--- config.mk ---
export PLATFORM = sky130hd
export DESIGN_NAME = timed_turn_queue_scheduler
export DESIGN_NICKNAME = d
export VERILOG_FILES = /design/src/rtl/core/tts_pkg.sv /design/src/rtl/core/tts_ram.sv /design/src/rtl/core/tts_ctrl.sv /design/src/rtl/core/tts_datapath.sv /design/src/rtl/core/timed_turn_queue_scheduler.sv
export SDC_FILE = /design/constraint.sdc
export NUM_CORES = 1
export LEC_CHECK = 0
export BUFFER_PORTS_ARGS = -buffer_cell sky130_fd_sc_hd__buf_2
export CELL_PAD_IN_SITES_DETAIL_PLACEMENT = 1
export CELL_PAD_IN_SITES_GLOBAL_PLACEMENT = 1
export CORE_MARGIN = 2
export CORE_UTILIZATION = 53
export CTS_CLUSTER_DIAMETER = 120
export DETAILED_ROUTE_END_ITERATION = 12
export PLACE_DENSITY_LB_ADDON = 0.2
export SYNTH_ARGS = -nofsm -noshare
export SYNTH_HDL_FRONTEND = slang
export SYNTH_SLANG_ARGS = --single-unit
--- constraint.sdc ---
create_clock -name clk -period 6.6 [get_ports clk]
set_input_delay 1.32 -clock clk [delete_from_list [all_inputs] [get_ports clk]]
set_output_delay 1.32 -clock clk [all_outputs]
set_load 0.05 [all_outputs]
--- src/rtl/core/tts_pkg.sv ---
// Shared types, codes and sizes of the timed turn queue scheduler.
package tts_pkg;

  // Default sizes handed to the top-level parameters
  localparam int QUEUE_DEPTH_DEF = 16;
  localparam int MAX_USERS_DEF   = 64;

  // Field widths
  localparam int USER_W     = 6;
  localparam int CMD_W      = 3;
  localparam int TIME_W     = 16;
  localparam int QCNT_W     = 5;
  localparam int STATUS_W   = 2;
  localparam int CFG_IDX_W  = 2;
  localparam int CFG_DATA_W = 16;
  localparam int IN_DATA_W  = 16;
  localparam int OUT_DATA_W = 32;
  // Width used to range-check user ids against the user count
  localparam int ID_CMP_W   = 10;

  // Command codes
  localparam logic [CMD_W-1:0] CMD_REQUEST = 3'd0;
  localparam logic [CMD_W-1:0] CMD_END     = 3'd1;
  localparam logic [CMD_W-1:0] CMD_NEXT    = 3'd2;
  localparam logic [CMD_W-1:0] CMD_CLEAR   = 3'd3;
  localparam logic [CMD_W-1:0] CMD_TICK    = 3'd4;

  // Result status codes
  localparam logic [STATUS_W-1:0] STAT_DONE    = 2'd0;
  localparam logic [STATUS_W-1:0] STAT_IGNORED = 2'd1;
  localparam logic [STATUS_W-1:0] STAT_FULL    = 2'd2;

  // Configuration register indexes
  localparam logic [CFG_IDX_W-1:0] CFG_RUNNING  = 2'd0;
  localparam logic [CFG_IDX_W-1:0] CFG_TURNS_EN = 2'd1;
  localparam logic [CFG_IDX_W-1:0] CFG_TURN_LEN = 2'd2;

  // Configuration reset values
  localparam logic              RUNNING_RST  = 1'b0;
  localparam logic              TURNS_EN_RST = 1'b1;
  localparam logic [TIME_W-1:0] TURN_LEN_RST = 16'd20;

  typedef enum logic [2:0] {
    S_IDLE,
    S_DECIDE,
    S_ADV,
    S_SRCH,
    S_SHIFT,
    S_DONE
  } state_t;

  // What the current word asks of the datapath, given the present state
  typedef enum logic [3:0] {
    PLAN_IGNORE,
    PLAN_FULL,
    PLAN_NONE,
    PLAN_TICK,
    PLAN_UNQUEUE,
    PLAN_GRANT,
    PLAN_PUSH_TAIL,
    PLAN_PUSH_FRONT,
    PLAN_ADVANCE,
    PLAN_CLEAR
  } plan_t;

  typedef struct packed {
    logic load;
    logic apply;
    logic adv_pop;
    logic srch_start;
    logic srch_step;
    logic shift_start;
    logic shift_step;
    logic shift_done;
    logic unq_miss;
    logic out_load;
  } ctl_cmd_t;

  typedef struct packed {
    plan_t plan;
    logic  q_empty;
    logic  found;
    logic  walk_end;
    logic  out_free;
  } ctl_sts_t;

endpackage

--- src/rtl/core/tts_ram.sv ---
// Generic single-write, single-read RAM with registered read data.
module tts_ram #(
  parameter int WIDTH = 8,
  parameter int DEPTH = 16
) (
  input  logic                     clk,
  input  logic                     we,
  input  logic [$clog2(DEPTH)-1:0] waddr,
  input  logic [WIDTH-1:0]         wdata,
  input  logic [$clog2(DEPTH)-1:0] raddr,
  output logic [WIDTH-1:0]         rdata
);

  logic [WIDTH-1:0] mem [DEPTH];
  logic [WIDTH-1:0] rdata_r;

  always_ff @(posedge clk) begin
    if (we) begin
      mem[waddr] <= wdata;
    end
    rdata_r <= mem[raddr];
  end

  assign rdata = rdata_r;

endmodule

--- src/rtl/core/tts_ctrl.sv ---
// Sequencing state machine of the timed turn queue scheduler.
module tts_ctrl (
  input  logic              clk,
  input  logic              rst_n,
  input  logic              in_tvalid,
  output logic              in_tready,
  input  tts_pkg::ctl_sts_t ctl_sts,
  output tts_pkg::ctl_cmd_t ctl_cmd
);

  tts_pkg::state_t state_r;
  tts_pkg::state_t state_nxt;

  always_ff @(posedge clk) begin
    if (!rst_n) begin
      state_r <= tts_pkg::S_IDLE;
    end else begin
      state_r <= state_nxt;
    end
  end

  always_comb begin
    state_nxt = state_r;
    unique case (state_r)
      tts_pkg::S_IDLE: begin
        if (in_tvalid) state_nxt = tts_pkg::S_DECIDE;
      end
      tts_pkg::S_DECIDE: begin
        if (ctl_sts.plan == tts_pkg::PLAN_UNQUEUE) begin
          state_nxt = tts_pkg::S_SRCH;
        end else if (ctl_sts.plan == tts_pkg::PLAN_ADVANCE && !ctl_sts.q_empty) begin
          state_nxt = tts_pkg::S_ADV;
        end else begin
          state_nxt = tts_pkg::S_DONE;
        end
      end
      tts_pkg::S_ADV: state_nxt = tts_pkg::S_DONE;
      tts_pkg::S_SRCH: begin
        if (ctl_sts.found) begin
          state_nxt = tts_pkg::S_SHIFT;
        end else if (ctl_sts.walk_end) begin
          state_nxt = tts_pkg::S_DECIDE;
        end
      end
      tts_pkg::S_SHIFT: begin
        if (ctl_sts.walk_end) state_nxt = tts_pkg::S_DECIDE;
      end
      tts_pkg::S_DONE: begin
        if (ctl_sts.out_free) state_nxt = tts_pkg::S_IDLE;
      end
      default: state_nxt = tts_pkg::S_IDLE;
    endcase
  end

  always_comb begin
    ctl_cmd   = '0;
    in_tready = 1'b0;
    unique case (state_r)
      tts_pkg::S_IDLE: begin
        in_tready    = 1'b1;
        ctl_cmd.load = in_tvalid;
      end
      tts_pkg::S_DECIDE: begin
        if (ctl_sts.plan == tts_pkg::PLAN_UNQUEUE) begin
          ctl_cmd.srch_start = 1'b1;
        end else begin
          ctl_cmd.apply = 1'b1;
        end
      end
      tts_pkg::S_ADV: ctl_cmd.adv_pop = 1'b1;
      tts_pkg::S_SRCH: begin
        if (ctl_sts.found) begin
          ctl_cmd.shift_start = 1'b1;
        end else if (ctl_sts.walk_end) begin
          ctl_cmd.unq_miss = 1'b1;
        end else begin
          ctl_cmd.srch_step = 1'b1;
        end
      end
      tts_pkg::S_SHIFT: begin
        if (ctl_sts.walk_end) begin
          ctl_cmd.shift_done = 1'b1;
        end else begin
          ctl_cmd.shift_step = 1'b1;
        end
      end
      tts_pkg::S_DONE: ctl_cmd.out_load = ctl_sts.out_free;
      default: ctl_cmd = '0;
    endcase
  end

endmodule

--- src/rtl/core/tts_datapath.sv ---
// Turn holder, wait queue, waiting map, settings and result register.
module tts_datapath #(
  parameter int QUEUE_DEPTH = tts_pkg::QUEUE_DEPTH_DEF,
  parameter int MAX_USERS   = tts_pkg::MAX_USERS_DEF
) (
  input  logic                               clk,
  input  logic                               rst_n,
  input  logic                               cfg_we,
  input  logic [tts_pkg::CFG_IDX_W-1:0]      cfg_index,
  input  logic [tts_pkg::CFG_DATA_W-1:0]     cfg_data,
  input  logic [tts_pkg::IN_DATA_W-1:0]      in_tdata,
  input  tts_pkg::ctl_cmd_t                  ctl_cmd,
  output tts_pkg::ctl_sts_t                  ctl_sts,
  output logic                               out_tvalid,
  input  logic                               out_tready,
  output logic [tts_pkg::OUT_DATA_W-1:0]     out_tdata
);

  localparam int AW    = $clog2(QUEUE_DEPTH);
  localparam int CNT_W = $clog2(QUEUE_DEPTH + 1);
  localparam int UIW   = $clog2(MAX_USERS);
  localparam logic [AW-1:0]    LAST_SLOT = AW'(QUEUE_DEPTH - 1);
  localparam logic [CNT_W-1:0] DEPTH_CNT = CNT_W'(QUEUE_DEPTH);
  localparam logic [CNT_W:0]   DEPTH_SUM = (CNT_W + 1)'(QUEUE_DEPTH);
  localparam logic [tts_pkg::ID_CMP_W-1:0] USERS_LIM = tts_pkg::ID_CMP_W'(MAX_USERS);

  // Physical slot of queue position idx, counted from the head
  function automatic logic [AW-1:0] slot_of(input logic [AW-1:0] head,
                                            input logic [CNT_W-1:0] idx);
    logic [CNT_W:0] sum;
    sum = (CNT_W + 1)'(head) + (CNT_W + 1)'(idx);
    if (sum >= DEPTH_SUM) sum = sum - DEPTH_SUM;
    return AW'(sum);
  endfunction

  // Settings
  logic                        run_r;
  logic                        ten_r;
  logic [tts_pkg::TIME_W-1:0]  tlen_r;

  // Latched item
  logic [tts_pkg::CMD_W-1:0]   cmd_r;
  logic [tts_pkg::USER_W-1:0]  user_r;
  logic                        jack_r;
  logic                        staff_r;

  // Turn and queue state
  logic [tts_pkg::USER_W-1:0]  holder_r;
  logic                        hp_r;
  logic [tts_pkg::TIME_W-1:0]  time_r;
  logic [AW-1:0]               head_r;
  logic [CNT_W-1:0]            count_r;
  logic [MAX_USERS-1:0]        map_r;

  // Queue walk
  logic [CNT_W-1:0]            rd_idx_r;
  logic [CNT_W-1:0]            chk_idx_r;
  logic                        chk_vld_r;

  // Result
  logic                        changed_r;
  logic [tts_pkg::STATUS_W-1:0] res_status_r;
  logic                        out_valid_r;
  logic [tts_pkg::OUT_DATA_W-1:0] out_data_r;

  logic                        user_ok;
  logic                        holder_ok;
  logic [UIW-1:0]              user_slot;
  logic [UIW-1:0]              holder_slot;
  logic                        user_queued;
  logic                        is_holder;
  logic                        q_full;
  logic                        q_empty;
  logic                        walk_more;
  logic                        found;
  logic [AW-1:0]               head_dec;
  logic [AW-1:0]               head_inc;
  logic [CNT_W-1:0]            chk_prev;
  tts_pkg::plan_t              plan;
  logic                        plan_chg;
  logic [tts_pkg::STATUS_W-1:0] plan_status;

  logic                        ram_we;
  logic [AW-1:0]               ram_waddr;
  logic [tts_pkg::USER_W-1:0]  ram_wdata;
  logic [AW-1:0]               ram_raddr;
  logic [tts_pkg::USER_W-1:0]  ram_rdata;

  tts_ram #(
    .WIDTH (tts_pkg::USER_W),
    .DEPTH (QUEUE_DEPTH)
  ) u_queue (
    .clk   (clk),
    .we    (ram_we),
    .waddr (ram_waddr),
    .wdata (ram_wdata),
    .raddr (ram_raddr),
    .rdata (ram_rdata)
  );

  assign user_ok     = tts_pkg::ID_CMP_W'(user_r) < USERS_LIM;
  assign holder_ok   = tts_pkg::ID_CMP_W'(holder_r) < USERS_LIM;
  assign user_slot   = UIW'(user_r);
  assign holder_slot = UIW'(holder_r);
  assign user_queued = user_ok && map_r[user_slot];
  assign is_holder   = hp_r && (holder_r == user_r);
  assign q_full      = count_r >= DEPTH_CNT;
  assign q_empty     = count_r == '0;
  assign walk_more   = rd_idx_r < count_r;
  assign found       = chk_vld_r && (ram_rdata == user_r);
  assign head_dec    = (head_r == '0) ? LAST_SLOT : head_r - 1'b1;
  assign head_inc    = (head_r == LAST_SLOT) ? '0 : head_r + 1'b1;
  assign chk_prev    = chk_idx_r - 1'b1;

  always_comb begin
    plan = tts_pkg::PLAN_IGNORE;
    unique case (cmd_r)
      tts_pkg::CMD_REQUEST: begin
        priority if (!(user_ok && run_r && (ten_r || staff_r))) begin
          plan = tts_pkg::PLAN_IGNORE;
        end else if (user_queued && !jack_r) begin
          plan = tts_pkg::PLAN_IGNORE;
        end else if (is_holder) begin
          plan = tts_pkg::PLAN_IGNORE;
        end else if (hp_r && !user_queued && q_full) begin
          plan = tts_pkg::PLAN_FULL;
        end else if (user_queued) begin
          plan = tts_pkg::PLAN_UNQUEUE;
        end else if (!hp_r) begin
          plan = tts_pkg::PLAN_GRANT;
        end else if (!jack_r) begin
          plan = tts_pkg::PLAN_PUSH_TAIL;
        end else begin
          plan = tts_pkg::PLAN_PUSH_FRONT;
        end
      end
      tts_pkg::CMD_END: begin
        priority if (!user_ok) begin
          plan = tts_pkg::PLAN_IGNORE;
        end else if (user_queued) begin
          plan = tts_pkg::PLAN_UNQUEUE;
        end else if (is_holder) begin
          plan = tts_pkg::PLAN_ADVANCE;
        end else begin
          plan = tts_pkg::PLAN_IGNORE;
        end
      end
      tts_pkg::CMD_NEXT:  plan = tts_pkg::PLAN_ADVANCE;
      tts_pkg::CMD_CLEAR: plan = tts_pkg::PLAN_CLEAR;
      tts_pkg::CMD_TICK: begin
        priority if (!hp_r) begin
          plan = tts_pkg::PLAN_NONE;
        end else if (time_r <= tts_pkg::TIME_W'(1)) begin
          plan = tts_pkg::PLAN_ADVANCE;
        end else begin
          plan = tts_pkg::PLAN_TICK;
        end
      end
      default: plan = tts_pkg::PLAN_IGNORE;
    endcase
  end

  always_comb begin
    plan_chg    = 1'b0;
    plan_status = tts_pkg::STAT_DONE;
    unique case (plan)
      tts_pkg::PLAN_IGNORE: begin
        // an end that already pulled the user from the queue counts as done
        plan_status = changed_r ? tts_pkg::STAT_DONE : tts_pkg::STAT_IGNORED;
      end
      tts_pkg::PLAN_FULL: plan_status = tts_pkg::STAT_FULL;
      tts_pkg::PLAN_NONE, tts_pkg::PLAN_TICK, tts_pkg::PLAN_UNQUEUE: begin
        plan_chg = 1'b0;
      end
      tts_pkg::PLAN_GRANT, tts_pkg::PLAN_PUSH_TAIL, tts_pkg::PLAN_PUSH_FRONT,
      tts_pkg::PLAN_ADVANCE, tts_pkg::PLAN_CLEAR: begin
        plan_chg = 1'b1;
      end
      default: plan_status = tts_pkg::STAT_IGNORED;
    endcase
  end

  // Head is read while a plan is applied, for the pop of an advance; otherwise the walk index
  assign ram_raddr = ctl_cmd.apply ? head_r : slot_of(head_r, rd_idx_r);

  always_comb begin
    ram_we    = 1'b0;
    ram_waddr = slot_of(head_r, chk_prev);
    ram_wdata = ram_rdata;
    priority if (ctl_cmd.apply && plan == tts_pkg::PLAN_PUSH_TAIL) begin
      ram_we    = 1'b1;
      ram_waddr = slot_of(head_r, count_r);
      ram_wdata = user_r;
    end else if (ctl_cmd.apply && plan == tts_pkg::PLAN_PUSH_FRONT) begin
      ram_we    = 1'b1;
      ram_waddr = head_dec;
      ram_wdata = holder_r;
    end else if (ctl_cmd.shift_step && chk_vld_r) begin
      ram_we = 1'b1;
    end else begin
      ram_we = 1'b0;
    end
  end

  // Control state
  always_ff @(posedge clk) begin
    if (!rst_n) begin
      run_r       <= tts_pkg::RUNNING_RST;
      ten_r       <= tts_pkg::TURNS_EN_RST;
      tlen_r      <= tts_pkg::TURN_LEN_RST;
      holder_r    <= '0;
      hp_r        <= 1'b0;
      time_r      <= '0;
      head_r      <= '0;
      count_r     <= '0;
      map_r       <= '0;
      chk_vld_r   <= 1'b0;
      out_valid_r <= 1'b0;
    end else begin
      if (cfg_we) begin
        unique case (cfg_index)
          tts_pkg::CFG_RUNNING:  run_r  <= cfg_data[0];
          tts_pkg::CFG_TURNS_EN: ten_r  <= cfg_data[0];
          tts_pkg::CFG_TURN_LEN: tlen_r <= cfg_data[tts_pkg::TIME_W-1:0];
          default: run_r <= run_r;
        endcase
      end

      if (ctl_cmd.apply) begin
        unique case (plan)
          tts_pkg::PLAN_GRANT: begin
            holder_r <= user_r;
            hp_r     <= 1'b1;
            time_r   <= tlen_r;
          end
          tts_pkg::PLAN_PUSH_TAIL: begin
            count_r          <= count_r + 1'b1;
            map_r[user_slot] <= 1'b1;
          end
          tts_pkg::PLAN_PUSH_FRONT: begin
            head_r   <= head_dec;
            count_r  <= count_r + 1'b1;
            if (holder_ok) map_r[holder_slot] <= 1'b1;
            holder_r <= user_r;
            time_r   <= tlen_r;
          end
          tts_pkg::PLAN_ADVANCE: begin
            // empty queue frees the turn; otherwise the pop follows
            if (q_empty) begin
              hp_r   <= 1'b0;
              time_r <= '0;
            end
          end
          tts_pkg::PLAN_CLEAR: begin
            count_r <= '0;
            map_r   <= '0;
            hp_r    <= 1'b0;
            time_r  <= '0;
          end
          tts_pkg::PLAN_TICK: time_r <= time_r - 1'b1;
          default: hp_r <= hp_r;
        endcase
      end

      if (ctl_cmd.adv_pop) begin
        holder_r <= ram_rdata;
        hp_r     <= 1'b1;
        time_r   <= tlen_r;
        head_r   <= head_inc;
        count_r  <= count_r - 1'b1;
        if (tts_pkg::ID_CMP_W'(ram_rdata) < USERS_LIM) map_r[UIW'(ram_rdata)] <= 1'b0;
      end

      if (ctl_cmd.srch_start || ctl_cmd.shift_start) begin
        chk_vld_r <= 1'b0;
      end else if (ctl_cmd.srch_step || ctl_cmd.shift_step) begin
        chk_vld_r <= walk_more;
      end

      if (ctl_cmd.shift_done) begin
        count_r          <= count_r - 1'b1;
        map_r[user_slot] <= 1'b0;
      end
      if (ctl_cmd.unq_miss) begin
        map_r[user_slot] <= 1'b0;
      end

      if (ctl_cmd.out_load) begin
        out_valid_r <= 1'b1;
      end else if (out_tready) begin
        out_valid_r <= 1'b0;
      end
    end
  end

  // Payload
  always_ff @(posedge clk) begin
    if (ctl_cmd.load) begin
      cmd_r     <= in_tdata[tts_pkg::CMD_W-1:0];
      user_r    <= in_tdata[tts_pkg::CMD_W +: tts_pkg::USER_W];
      jack_r    <= in_tdata[tts_pkg::CMD_W + tts_pkg::USER_W];
      staff_r   <= in_tdata[tts_pkg::CMD_W + tts_pkg::USER_W + 1];
      changed_r <= 1'b0;
    end else if (ctl_cmd.shift_done) begin
      changed_r <= 1'b1;
    end else if (ctl_cmd.apply) begin
      changed_r <= changed_r | plan_chg;
    end

    if (ctl_cmd.apply) begin
      res_status_r <= plan_status;
    end

    if (ctl_cmd.srch_start) begin
      rd_idx_r <= '0;
    end else if (ctl_cmd.shift_start) begin
      rd_idx_r <= chk_idx_r + 1'b1;
    end else if ((ctl_cmd.srch_step || ctl_cmd.shift_step) && walk_more) begin
      chk_idx_r <= rd_idx_r;
      rd_idx_r  <= rd_idx_r + 1'b1;
    end

    if (ctl_cmd.out_load) begin
      out_data_r <= tts_pkg::OUT_DATA_W'({res_status_r,
                                         changed_r,
                                         hp_r ? time_r : tts_pkg::TIME_W'(0),
                                         tts_pkg::QCNT_W'(count_r),
                                         hp_r ? holder_r : tts_pkg::USER_W'(0),
                                         hp_r});
    end
  end

  assign ctl_sts.plan     = plan;
  assign ctl_sts.q_empty  = q_empty;
  assign ctl_sts.found    = found;
  assign ctl_sts.walk_end = !chk_vld_r && !walk_more;
  assign ctl_sts.out_free = !out_valid_r || out_tready;

  assign out_tvalid = out_valid_r;
  assign out_tdata  = out_data_r;

  a_map_matches_count: assert property (@(posedge clk) disable iff (!rst_n)
    $countones(map_r) == int'(count_r))
    else $error("waiting map population differs from queue count");

  a_free_turn_no_time: assert property (@(posedge clk) disable iff (!rst_n)
    !hp_r |-> time_r == '0)
    else $error("time left while nobody holds the turn");

  a_holder_not_waiting: assert property (@(posedge clk) disable iff (!rst_n)
    hp_r && holder_ok |-> !map_r[holder_slot])
    else $error("turn holder also marked as waiting");

  a_pop_nonempty: assert property (@(posedge clk) disable iff (!rst_n)
    ctl_cmd.adv_pop |-> !q_empty)
    else $error("pop from an empty queue");

  a_push_has_room: assert property (@(posedge clk) disable iff (!rst_n)
    ctl_cmd.apply && (plan == tts_pkg::PLAN_PUSH_TAIL || plan == tts_pkg::PLAN_PUSH_FRONT)
    |-> !q_full)
    else $error("push into a full queue");

endmodule

--- src/rtl/core/timed_turn_queue_scheduler.sv ---
// Top level of the timed turn queue scheduler: controller plus datapath.
//
//   port group   dir   handshake              payload
//   in_*         in    in_tvalid/in_tready    in_tdata: command word
//   out_*        out   out_tvalid/out_tready  out_tdata: state snapshot word
//   cfg_*        in    cfg_we (no wait)       cfg_index, cfg_data
//
// Steps: a plain word is latched, then decided and applied, then its result is
// loaded; an advance that pops the queue adds a step for the queue RAM read.
// Removing a queued user walks the queue RAM one entry per cycle up to it,
// then moves the later entries down one per cycle and decides the word again.
// Reset (rst_n low, synchronous) empties queue and turn at once; no clearing
// pass. A stalled result holds in the output register while the next input
// word is taken.
module timed_turn_queue_scheduler #(
  parameter int QUEUE_DEPTH = tts_pkg::QUEUE_DEPTH_DEF,
  parameter int MAX_USERS   = tts_pkg::MAX_USERS_DEF
) (
  input  logic                           clk,
  input  logic                           rst_n,
  // configuration write port
  input  logic                           cfg_we,
  input  logic [tts_pkg::CFG_IDX_W-1:0]  cfg_index,
  input  logic [tts_pkg::CFG_DATA_W-1:0] cfg_data,
  // input words
  input  logic                           in_tvalid,
  output logic                           in_tready,
  // [2:0] cmd, [8:3] user_id, [9] turn_jack, [10] is_staff, [15:11] zero
  input  logic [tts_pkg::IN_DATA_W-1:0]  in_tdata,
  // result words
  output logic                           out_tvalid,
  input  logic                           out_tready,
  // [0] holder_valid, [6:1] holder_id, [11:7] queue_count, [27:12] ticks_left,
  // [28] changed, [30:29] status, [31] zero
  output logic [tts_pkg::OUT_DATA_W-1:0] out_tdata
);

  tts_pkg::ctl_cmd_t ctl_cmd;
  tts_pkg::ctl_sts_t ctl_sts;

  // Sequence each word: latch, decide, then walk or pop as needed
  tts_ctrl u_ctrl (
    .clk       (clk),
    .rst_n     (rst_n),
    .in_tvalid (in_tvalid),
    .in_tready (in_tready),
    .ctl_sts   (ctl_sts),
    .ctl_cmd   (ctl_cmd)
  );

  // Hold turn, queue RAM, waiting map, settings and the result register
  tts_datapath #(
    .QUEUE_DEPTH (QUEUE_DEPTH),
    .MAX_USERS   (MAX_USERS)
  ) u_datapath (
    .clk        (clk),
    .rst_n      (rst_n),
    .cfg_we     (cfg_we),
    .cfg_index  (cfg_index),
    .cfg_data   (cfg_data),
    .in_tdata   (in_tdata),
    .ctl_cmd    (ctl_cmd),
    .ctl_sts    (ctl_sts),
    .out_tvalid (out_tvalid),
    .out_tready (out_tready),
    .out_tdata  (out_tdata)
  );

endmodule

==> flow_summary_export.csv, run 1 <==
group,metric,value,unit
critical_path,cp_max_fo,22,
timing,finalSetupViolCount,0,
timing,clock_skew,0.0292,ns
logic_synthesis,synth_edf_count,145,
cells_and_area,layout.nets,1661,
run_status,status,"completed",
detailed_routing,antenna_left,0,
timing,tns,0,ns
detailed_routing,drt_wl_total,49100,um
cells_and_area,final_common_cell,"nand2_1",
critical_path,worst_path_most_repeated_cell,"buf_4",
critical_path,crit_family,"simple AND/OR/NAND/NOR gates",
floorplan,chipHeight,175,um
cells_and_area,postLayoutCellArea,17100,um2
logic_synthesis,ys_warn_count,0,
logic_synthesis,yosys-top-cells-area,"edfxtp_1, dfxtp_1, mux2i_1",
floorplan,core-area,28700,um2
logic_synthesis,synth.distinct_cells,86,
grt,top_usage_layer,"met2",
timing,rsz0062_at_grt,"false",
timing,drv_slew,0,
grt,grtUsageMet3,0.0450,
critical_path,worst-path-buf-inv,2,
grt,grt_remaining_overflow,0,
pwr,vdd_drop_max,0.000300,V
critical_path,worstSetupPathType,"flip-flop to flip-flop",
place,dpl_worst_slack,1.76,ns
flow_run,drv_cap,0,
pwr,p_leak,6.48,nW
cts,postCtsSetupRepairBufs,0,
cts,cts_resized,0,
timing,max_slew_margin,0.106,
cts,cts_hold_buf,0,
cells_and_area,diodes,0,
critical_path,crit_chain,"buf_4, mux4_2, mux2_2, nand2b_2, nand4_4, nor4_4, nand2_1, buf_4, or3_1, a21bo_2, nor3_1",
timing,worst_pin_slew,1.33,ns
timing,final.min_clock_period,4.96,ns
detailed_routing,drtIter0Drc,1388,
cts,root_buffer,"clkbuf_16",
cells_and_area,final_cell_mix,"nand2_1, edfxtp_1, dfxtp_1, nor2_1, mux2i_1",
floorplan,num_rows,62,
cts,ctsLongestPathBuffers,3,
logic_synthesis,synth_top_cell_by_area,"edfxtp_1",
floorplan,die_w,175,um
critical_path,slowest_stage,"nor3_1",
detailed_routing,firstDrtPassIters,6,
logic_synthesis,syn_inst,1588,
pwr,powerDensity,377,nW/um2
cells_and_area,layout-drive-gt1-share,0.115,
floorplan,ios,73,
grt,grt_max_degree,63,
timing,holdWs,0.444,ns
cts,cts_buffers,31,
logic_synthesis,async_reset_ff_frac,0,
critical_path,cp.arrival,5.17,ns
place,placed_cell_area,16000,um2
timing,period_share,0.752,
critical_path,r2r_slack,1.64,ns
min_path,hold_path.class,"flip-flop to flip-flop",
grt,antenna_found_initial,0,
critical_path,cpPeakStageDelay,0.71,ns
critical_path,endpoint_kind,"flip-flop",
cells_and_area,syn_to_final_growth,10.6,%
grt,grt_pass1_vias,13620,
timing,finalWorstSetupSlack,1.64,ns
cts,h-tree-depth,1,
floorplan,start_util,0.539,
logic_synthesis,synth-seq-cells,276,
logic_synthesis,synth_flop_cell,"edfxtp_1",
grt,use_met1,0.420,
cts,cts.clk_slew.worst_paths,0.06,ns
logic_synthesis,seq_area_frac_synth,0.451,
grt,gr-usage-met2,0.525,
detailed_routing,wl_per_cell,24.5,um
cts,clock-sinks,276,
detailed_routing,viasPerCell,6.68,
timing,timing.fmax,202,MHz
timing,hold_viol_final,0,
place,dp_hpwl,32900,um
place,gp_congestion,0.892,
logic_synthesis,syn-cell-area,15500,um2
place,io_buffers,66,
logic_synthesis,synth_top_area_frac,0.281,
critical_path,required,6.81,ns
cts,clk_latency,0.59,ns
cts,cts_tree,"done",
detailed_routing,vias,13393,
floorplan,dieArea,30600,um2
grt,grt_use_total,0.319,
grt,grt_pass1_wl,77200,um
detailed_routing,drc,0,
cells_and_area,fill_cells,3135,
logic_synthesis,syn_nets,1652,
critical_path,start_kind,"flip-flop",
logic_synthesis,synth_area_per_cell,9.75,um2
==> metrics by stage <==
stage	util	total power, mW	instances
floorplan	-	3.85	1588
global placement	0.558	4.47	1948
detailed placement	0.558	4.55	1948
CTS	0.596	6.43	2006
global route	0.596	6.73	2006
finish	0.596	6.46	2006
==> final cells by class <==
class,instances,area [um2],area share
well taps,384,480,0.0281
clock inverters,12,194,0.0113
inverters,27,101,0.00592
repair buffers,96,568,0.0332
flip-flops and latches,276,6980,0.408
clock buffers,46,913,0.0534
multi-input cells,1165,7880,0.460
==> sequential cells by signal, summed over array words and instances, names as in the netlist, 4 cells and up <==
| signal | count |
|---|---|
| u_datapath.u_queue.mem | 96 |
| u_datapath.tlen_r | 16 |
| u_datapath.map_r | 64 |
| u_datapath.rd_idx_r | 5 |
| u_datapath.chk_idx_r | 5 |
| u_datapath.u_queue.rdata | 6 |
| u_datapath.holder_r | 6 |
| u_datapath.out_tdata | 31 |
| u_datapath.user_r | 6 |
| u_datapath.time_r | 16 |
| u_datapath.count_r | 5 |
| u_datapath.head_r | 4 |
==> synthesized netlist by cell type, drive strengths merged (27+ instances only) <==
cell / number
nand3: 52
o2bb2ai: 33
mux2i: 113
clkbuf: 77
inv: 27
dfxtp: 131
edfxtp: 145
a22o: 38
a221oi: 70
nor2: 126
a22oi: 32
o21ai: 43
a21oi: 42
nor3: 34
and2: 37
nand2: 223
buf: 43
==> per-layer routing <==
layer,wire length (um),vias to the layer above
met3,3220,144
met1,20500,6658
li1,-,6021
met4,2140,0
met2,23300,570
met5,0,-
==> worst paths after layout <==
| path | cells past startpoint | from | endpoint |
|---|---|---|---|
| worst max-delay path | 11 | u_datapath.user_r[0] | u_datapath.u_queue.mem[5][1] |
| worst min-delay path | 0 | u_datapath.res_status_r[1] | u_datapath.out_tdata[30] |
| worst max register to register | 11 | u_datapath.user_r[0] | u_datapath.u_queue.mem[5][1] |
| worst min register to register | 0 | u_datapath.res_status_r[1] | u_datapath.out_tdata[30] |
==> worst reg2reg max path, cell delays in order, from the launching register on <==
cell and delay (ns):
edfxtp_1 0.68, buf_4 0.31, mux4_2 0.57, mux2_2 0.30, nand2b_2 0.12, nand4_4 0.27
nor4_4 0.55, nand2_1 0.10, buf_4 0.26, or3_1 0.42, a21bo_2 0.29, nor3_1 0.71
==> power breakdown <==
part / total, mW / switching [mW] / internal (mW)
sequential: 2.28 / 0.236 / 2.05
clock: 1.87 / 0.719 / 1.15
combinational: 2.31 / 1.59 / 0.719
==> logic make-up after synthesis <==
logic type | share of synthesized area
other cells | 0.000242
simple gates | 0.188
fa+ha+maj | 0.0217
buf+inv | 0.0424
xor+xnor | 0.0221
mux | 0.0796
flops | 0.451
compound gates | 0.196
Note: power is estimated with default switching activity, not from simulation.
==> inputs of run 2 (changes only) <==
--- a/config.mk
+++ b/config.mk
@@ -9,7 +9,7 @@
 export CELL_PAD_IN_SITES_DETAIL_PLACEMENT = 1
 export CELL_PAD_IN_SITES_GLOBAL_PLACEMENT = 1
 export CORE_MARGIN = 2
-export CORE_UTILIZATION = 53
+export CORE_UTILIZATION = 44
 export CTS_CLUSTER_DIAMETER = 120
 export DETAILED_ROUTE_END_ITERATION = 12
 export PLACE_DENSITY_LB_ADDON = 0.2
==> constraint.sdc (replaced) <==
create_clock -name clk -period 4.27 [get_ports clk]
set_input_delay 0.854 -clock clk [delete_from_list [all_inputs] [get_ports clk]]
set_output_delay 0.854 -clock clk [all_outputs]
set_load 0.05 [all_outputs]
==> run 2 against run 1 <==
  * Combinational power is 69% higher
  * Final area is 4.6% higher
  * Power is 60% higher
  * Die area is 20% higher
  * Critical endpoint is now u_datapath.u_queue.mem[6][5]
  * Largest cell class unchanged
==> flow_summary_export.csv, run 2 (same netlist as run 1, synthesis figures left out) <==
group,metric,value,unit
cts,clk_latency,0.53,ns
grt,grt_use_total,0.288,
pwr,power,10.4,mW
floorplan,num_rows,68,
cells_and_area,layout-drive-gt1-share,0.158,
critical_path,worst-path-buf-inv,4,
critical_path,worst_path_most_repeated_cell,"buf_4",
critical_path,slowest_stage,"edfxtp_1",
critical_path,worstSetupPathDepth,13,
pwr,p_leak,6.92,nW
critical_path,required,4.50,ns
grt,grt_remaining_overflow,0,
grt,grt_pass1_vias,14159,
cells_and_area,final_util,0.517,
timing,max_slew_margin,0.127,
timing,clock_skew,0.0184,ns
cells_and_area,largest_reg_flops,96,
place,dpl_worst_slack,0.339,ns
place,dp_hpwl,35500,um
timing,timing.fmax,249,MHz
cts,postCtsSetupRepairBufs,0,
min_path,hold_path.class,"flip-flop to flip-flop",
detailed_routing,antenna_left,0,
floorplan,dieArea,36700,um2
place,placed_cell_area,16700,um2
critical_path,cp_max_fo,18,
timing,holdWs,0.467,ns
timing,tns,0,ns
cells_and_area,layout.nets,1741,
cts,clock-sinks,276,
critical_path,crit_chain,"buf_4, mux2i_1, a22oi_1, nand3_1, and4_1, buf_4, nand3_4, nand2_1, mux2i_1, o21ai_1, buf_4, nor3_1, buf_4",
floorplan,die_w,192,um
timing,worst_pin_slew,1.30,ns
critical_path,crit_family,"simple AND/OR/NAND/NOR gates",
cts,cts.clk_slew.worst_paths,0.06,ns
pwr,vdd_drop_max,0.000415,V
cts,cts_tree,"done",
min_path,whs_path_depth,1,
detailed_routing,vias,13597,
cells_and_area,final_cell_mix,"nand2_1, edfxtp_1, dfxtp_1, nor2_1, mux2i_1",
cells_and_area,syn_to_final_growth,15.7,%
timing,finalSetupViolCount,0,
cells_and_area,regMostFlops,"u_datapath.u_queue.mem",
critical_path,worstSetupPathType,"flip-flop to flip-flop",
detailed_routing,wl_per_cell,24.3,um
cells_and_area,postLayoutCellArea,17900,um2
cts,root_buffer,"clkbuf_16",
detailed_routing,firstDrtPassIters,5,
place,gp_congestion,0.866,
critical_path,worstRegToRegCells,13,
cts,cts_buffers,34,
critical_path,endpoint_kind,"flip-flop",
flow_run,drv_cap,0,
grt,grt_pass1_wl,81800,um
pwr,powerDensity,579,nW/um2
cts,cts_resized,0,
detailed_routing,drtIter0Drc,1128,
detailed_routing,viasPerCell,6.30,
critical_path,start_kind,"flip-flop",
cts,ctsLongestPathBuffers,3,
timing,final.min_clock_period,4.01,ns
detailed_routing,drc,0,
timing,period_share,0.940,
place,io_buffers,66,
critical_path,cp.arrival,4.25,ns
cells_and_area,final_common_cell,"nand2_1",
grt,antenna_found_initial,0,
floorplan,start_util,0.447,
floorplan,ios,73,
critical_path,cpPeakStageDelay,0.65,ns
detailed_routing,drt_wl_total,52400,um
timing,drv_slew,0,
cells_and_area,diodes,0,
floorplan,core-area,34600,um2
cells_and_area,final_cells,2158,
grt,grt_max_degree,62,
cts,h-tree-depth,2,
cells_and_area,regArea,6980,um2
cts,cts_hold_buf,0,
floorplan,chipHeight,192,um
run_status,status,"completed",
place,dp_cells,2095,
timing,finalWorstSetupSlack,0.255,ns
timing,rsz0062_at_grt,"false",
cells_and_area,multiInputGateArea,7890,um2
timing,hold_viol_final,0,
cells_and_area,fill_cells,3888,
[run 2: cell count changes in the layout (fill, tap and decap cells not counted), moves of 2 or more]
cell and delta:
clkinvlp_4 +2, clkbuf_1 -6, clkinv_1 +7, clkinv_2 +2, buf_4 +71, nor3_2 +2, nor3_1 -2, clkbuf_16 +5
buf_12 +5, clkbuf_8 -6
[run 2: final timing paths]
kind	startpoint	slack [ns]	to
setup reg to reg	u_datapath.user_r[0]	0.26	u_datapath.u_queue.mem[6][5]
hold / removal	u_datapath.map_r[41]	0.47	u_datapath.map_r[41]
setup / recovery	u_datapath.user_r[0]	0.26	u_datapath.u_queue.mem[6][5]
hold reg to reg	u_datapath.map_r[41]	0.47	u_datapath.map_r[41]
[run 2: power breakdown]
part / internal (mW) / switching (mW)
Clock: 1.82 / 1.18
Sequential: 3.16 / 0.287
Combinational: 1.30 / 2.61
Total: 6.27 / 4.09
[run 2: layout make-up]
type	count	share of cell area
Timing Repair Buffer	173	0.0674
Multi-Input combinational cell	1165	0.441
Tap cell	455	0.0318
Inverter	27	0.00566
Sequential cell	276	0.390
Clock buffer	39	0.0521
Clock inverter	23	0.0126
[run 2: worst register-to-register path, cell delays in order, from the launching register on]
cell and delay, ns:
edfxtp_1 0.65, buf_4 0.38, mux2i_1 0.25, a22oi_1 0.11
nand3_1 0.27, and4_1 0.38, buf_4 0.20, nand3_4 0.09
nand2_1 0.19, mux2i_1 0.41, o21ai_1 0.22, buf_4 0.20
nor3_1 0.19, buf_4 0.18
[run 2: metal layers]
metal | GRT usage | up-vias | part of all wire
met2 | 0.475 | 467 | 0.47
met5 | 0 | - | 0
met4 | 0.113 | 0 | 0.035
li1 | - | 6187 | -
met1 | 0.384 | 6830 | 0.44
met3 | 0.0384 | 113 | 0.054
==> inputs of run 3 (changes only) <==
--- a/config.mk
+++ b/config.mk
@@ -9,10 +9,11 @@
 export CELL_PAD_IN_SITES_DETAIL_PLACEMENT = 1
 export CELL_PAD_IN_SITES_GLOBAL_PLACEMENT = 1
 export CORE_MARGIN = 2
-export CORE_UTILIZATION = 44
+export CORE_UTILIZATION = 53
 export CTS_CLUSTER_DIAMETER = 120
 export DETAILED_ROUTE_END_ITERATION = 12
 export PLACE_DENSITY_LB_ADDON = 0.2
+export REMOVE_ABC_BUFFERS = 1
 export SYNTH_ARGS = -nofsm -noshare
 export SYNTH_HDL_FRONTEND = slang
 export SYNTH_SLANG_ARGS = --single-unit
==> constraint.sdc (replaced) <==
create_clock -name clk -period 5 [get_ports clk]
set_input_delay 1 -clock clk [delete_from_list [all_inputs] [get_ports clk]]
set_output_delay 1 -clock clk [all_outputs]
set_load 0.05 [all_outputs]
==> run 3 against run 2 <==
  * First-iteration DRC count rose by 23%
  * Die area fell by 17%
  * Setup slack improved by 0.18 ns
  * Power fell by 19%
  * Maximum frequency fell by 12%
  * Hold slack got worse by 0.0059 ns
  * Global-route usage rose by 4.1 points
  * Clock power fell by 26%
  * Critical endpoint is now u_datapath.u_queue.mem[3][0]
  * Highest routed layer unchanged
==> flow_summary_export.csv, run 3 (same netlist as run 1, synthesis figures left out) <==
group,metric,value,unit
cts,clk_latency,0.57,ns
cts,cts_hold_buf,0,
place,gp_congestion,0.947,
timing,worst_pin_slew,1.41,ns
cts,root_buffer,"clkbuf_16",
timing,timing.fmax,219,MHz
cts,cts_resized,0,
cells_and_area,syn_to_final_growth,12.1,%
detailed_routing,wl_per_cell,25.0,um
critical_path,cp.arrival,4.74,ns
cts,h-tree-depth,1,
timing,holdWs,0.461,ns
run_status,status,"completed",
detailed_routing,antenna_left,0,
critical_path,start_kind,"flip-flop",
timing,finalWorstSetupSlack,0.435,ns
timing,hold_viol_final,0,
critical_path,crit_family,"compound AO/OA/AOI/OAI gates",
cells_and_area,final_cell_mix,"nand2_1, edfxtp_1, dfxtp_1, nor2_1, mux2i_1",
timing,finalSetupViolCount,0,
pwr,p_leak,6.64,nW
cells_and_area,layout-drive-gt1-share,0.139,
timing,clock_skew,0.0112,ns
place,dp_cells,1989,
timing,max_slew_margin,0.0605,
floorplan,num_rows,62,
grt,grt_use_total,0.329,
detailed_routing,drt_wl_total,51100,um
cts,cts_buffers,31,
place,io_buffers,66,
timing,rsz0062_at_grt,"false",
pwr,powerDensity,484,nW/um2
place,dpl_worst_slack,0.646,ns
cells_and_area,layout.nets,1702,
critical_path,required,5.18,ns
critical_path,crit_chain,"xnor2_1, nand4_1, o21ai_0, nor2_1, and3_1, nor2_2, mux2i_1, o21ai_1",
critical_path,slowest_stage,"o21ai_1",
detailed_routing,viasPerCell,6.66,
detailed_routing,firstDrtPassIters,5,
critical_path,worstSetupPathType,"flip-flop to flip-flop",
flow_run,drv_cap,0,
critical_path,cpPeakStageDelay,1.04,ns
min_path,hold_path.class,"flip-flop to flip-flop",
floorplan,core-area,28700,um2
cells_and_area,final_common_cell,"nand2_1",
timing,period_share,0.913,
floorplan,dieArea,30600,um2
floorplan,die_w,175,um
grt,antenna_found_initial,0,
cells_and_area,diodes,0,
timing,drv_slew,0,
place,dp_hpwl,34300,um
critical_path,cp_max_fo,16,
grt,grt_max_degree,62,
cells_and_area,regMostFlops,"u_datapath.u_queue.mem",
timing,final.min_clock_period,4.56,ns
detailed_routing,drtIter0Drc,1392,
cts,postCtsSetupRepairBufs,0,
cells_and_area,final_cells,2047,
pwr,power,8.39,mW
cells_and_area,largest_reg_flops,96,
critical_path,endpoint_kind,"flip-flop",
floorplan,chipHeight,175,um
floorplan,ios,73,
cts,clock-sinks,276,
detailed_routing,drc,0,
detailed_routing,vias,13637,
critical_path,worst-path-buf-inv,0,
pwr,vdd_drop_max,0.000390,V
cts,cts_tree,"done",
cts,ctsLongestPathBuffers,3,
grt,grt_remaining_overflow,0,
grt,grt_pass1_wl,79700,um
grt,grt_pass1_vias,14065,
cts,cts.clk_slew.worst_paths,0.06,ns
floorplan,start_util,0.539,
cells_and_area,final_util,0.604,
[run 3: path summary, 6_finish.rpt]
path                                       end  slack (ns)                       start  cells past startpoint
setup / recovery  u_datapath.u_queue.mem[3][0]        0.44        u_datapath.user_r[0]                      8
hold / removal        u_datapath.out_tdata[30]        0.46  u_datapath.res_status_r[1]                      0
setup reg to reg  u_datapath.u_queue.mem[3][0]        0.44        u_datapath.user_r[0]                      8
hold reg to reg       u_datapath.out_tdata[30]        0.46  u_datapath.res_status_r[1]                      0
[run 3: per-layer routing]
metal | vias to the layer above | track usage | part of all wire | wire [um]
met5 | - | 0 | 0 | 0
met4 | 0 | 0.136 | 0.043 | 2210
met1 | 6797 | 0.430 | 0.42 | 21200
met3 | 163 | 0.0411 | 0.062 | 3190
li1 | 6108 | - | - | -
met2 | 569 | 0.555 | 0.48 | 24400
[run 3: power breakdown]
part / internal, mW / leakage, nW / switching (mW)
Sequential: 2.70 / 2.37 / 0.293
Combinational: 1.01 / 3.79 / 2.17
Clock: 1.26 / 0.480 / 0.964
[run 3: cell type report]
| class | count | area, um2 |
|---|---|---|
| fill | 3164 | 11400 |
| multi-input combinational | 1165 | 7880 |
| sequential | 276 | 6980 |
| timing repair buffer | 137 | 913 |
| clock buffer | 36 | 805 |
| tap | 384 | 480 |
| clock inverter | 22 | 185 |
| inverter | 27 | 101 |
[run 3: worst reg2reg max path, delay by kind of cell (launching register included)]
family          cells  cell delay, ns
simple gates        4            1.16
compound gates      2            1.69
flops               1            0.94
xor+xnor            1            0.21
mux                 1            0.17
[run 3: through the flow]
stage,setup TNS [ns],area (um2)
after floorplan,-165.17,14900
after global routing,0,17300
final,0,17300
after global placement,0,16400
after CTS,0,17300
after detailed placement,0,16400
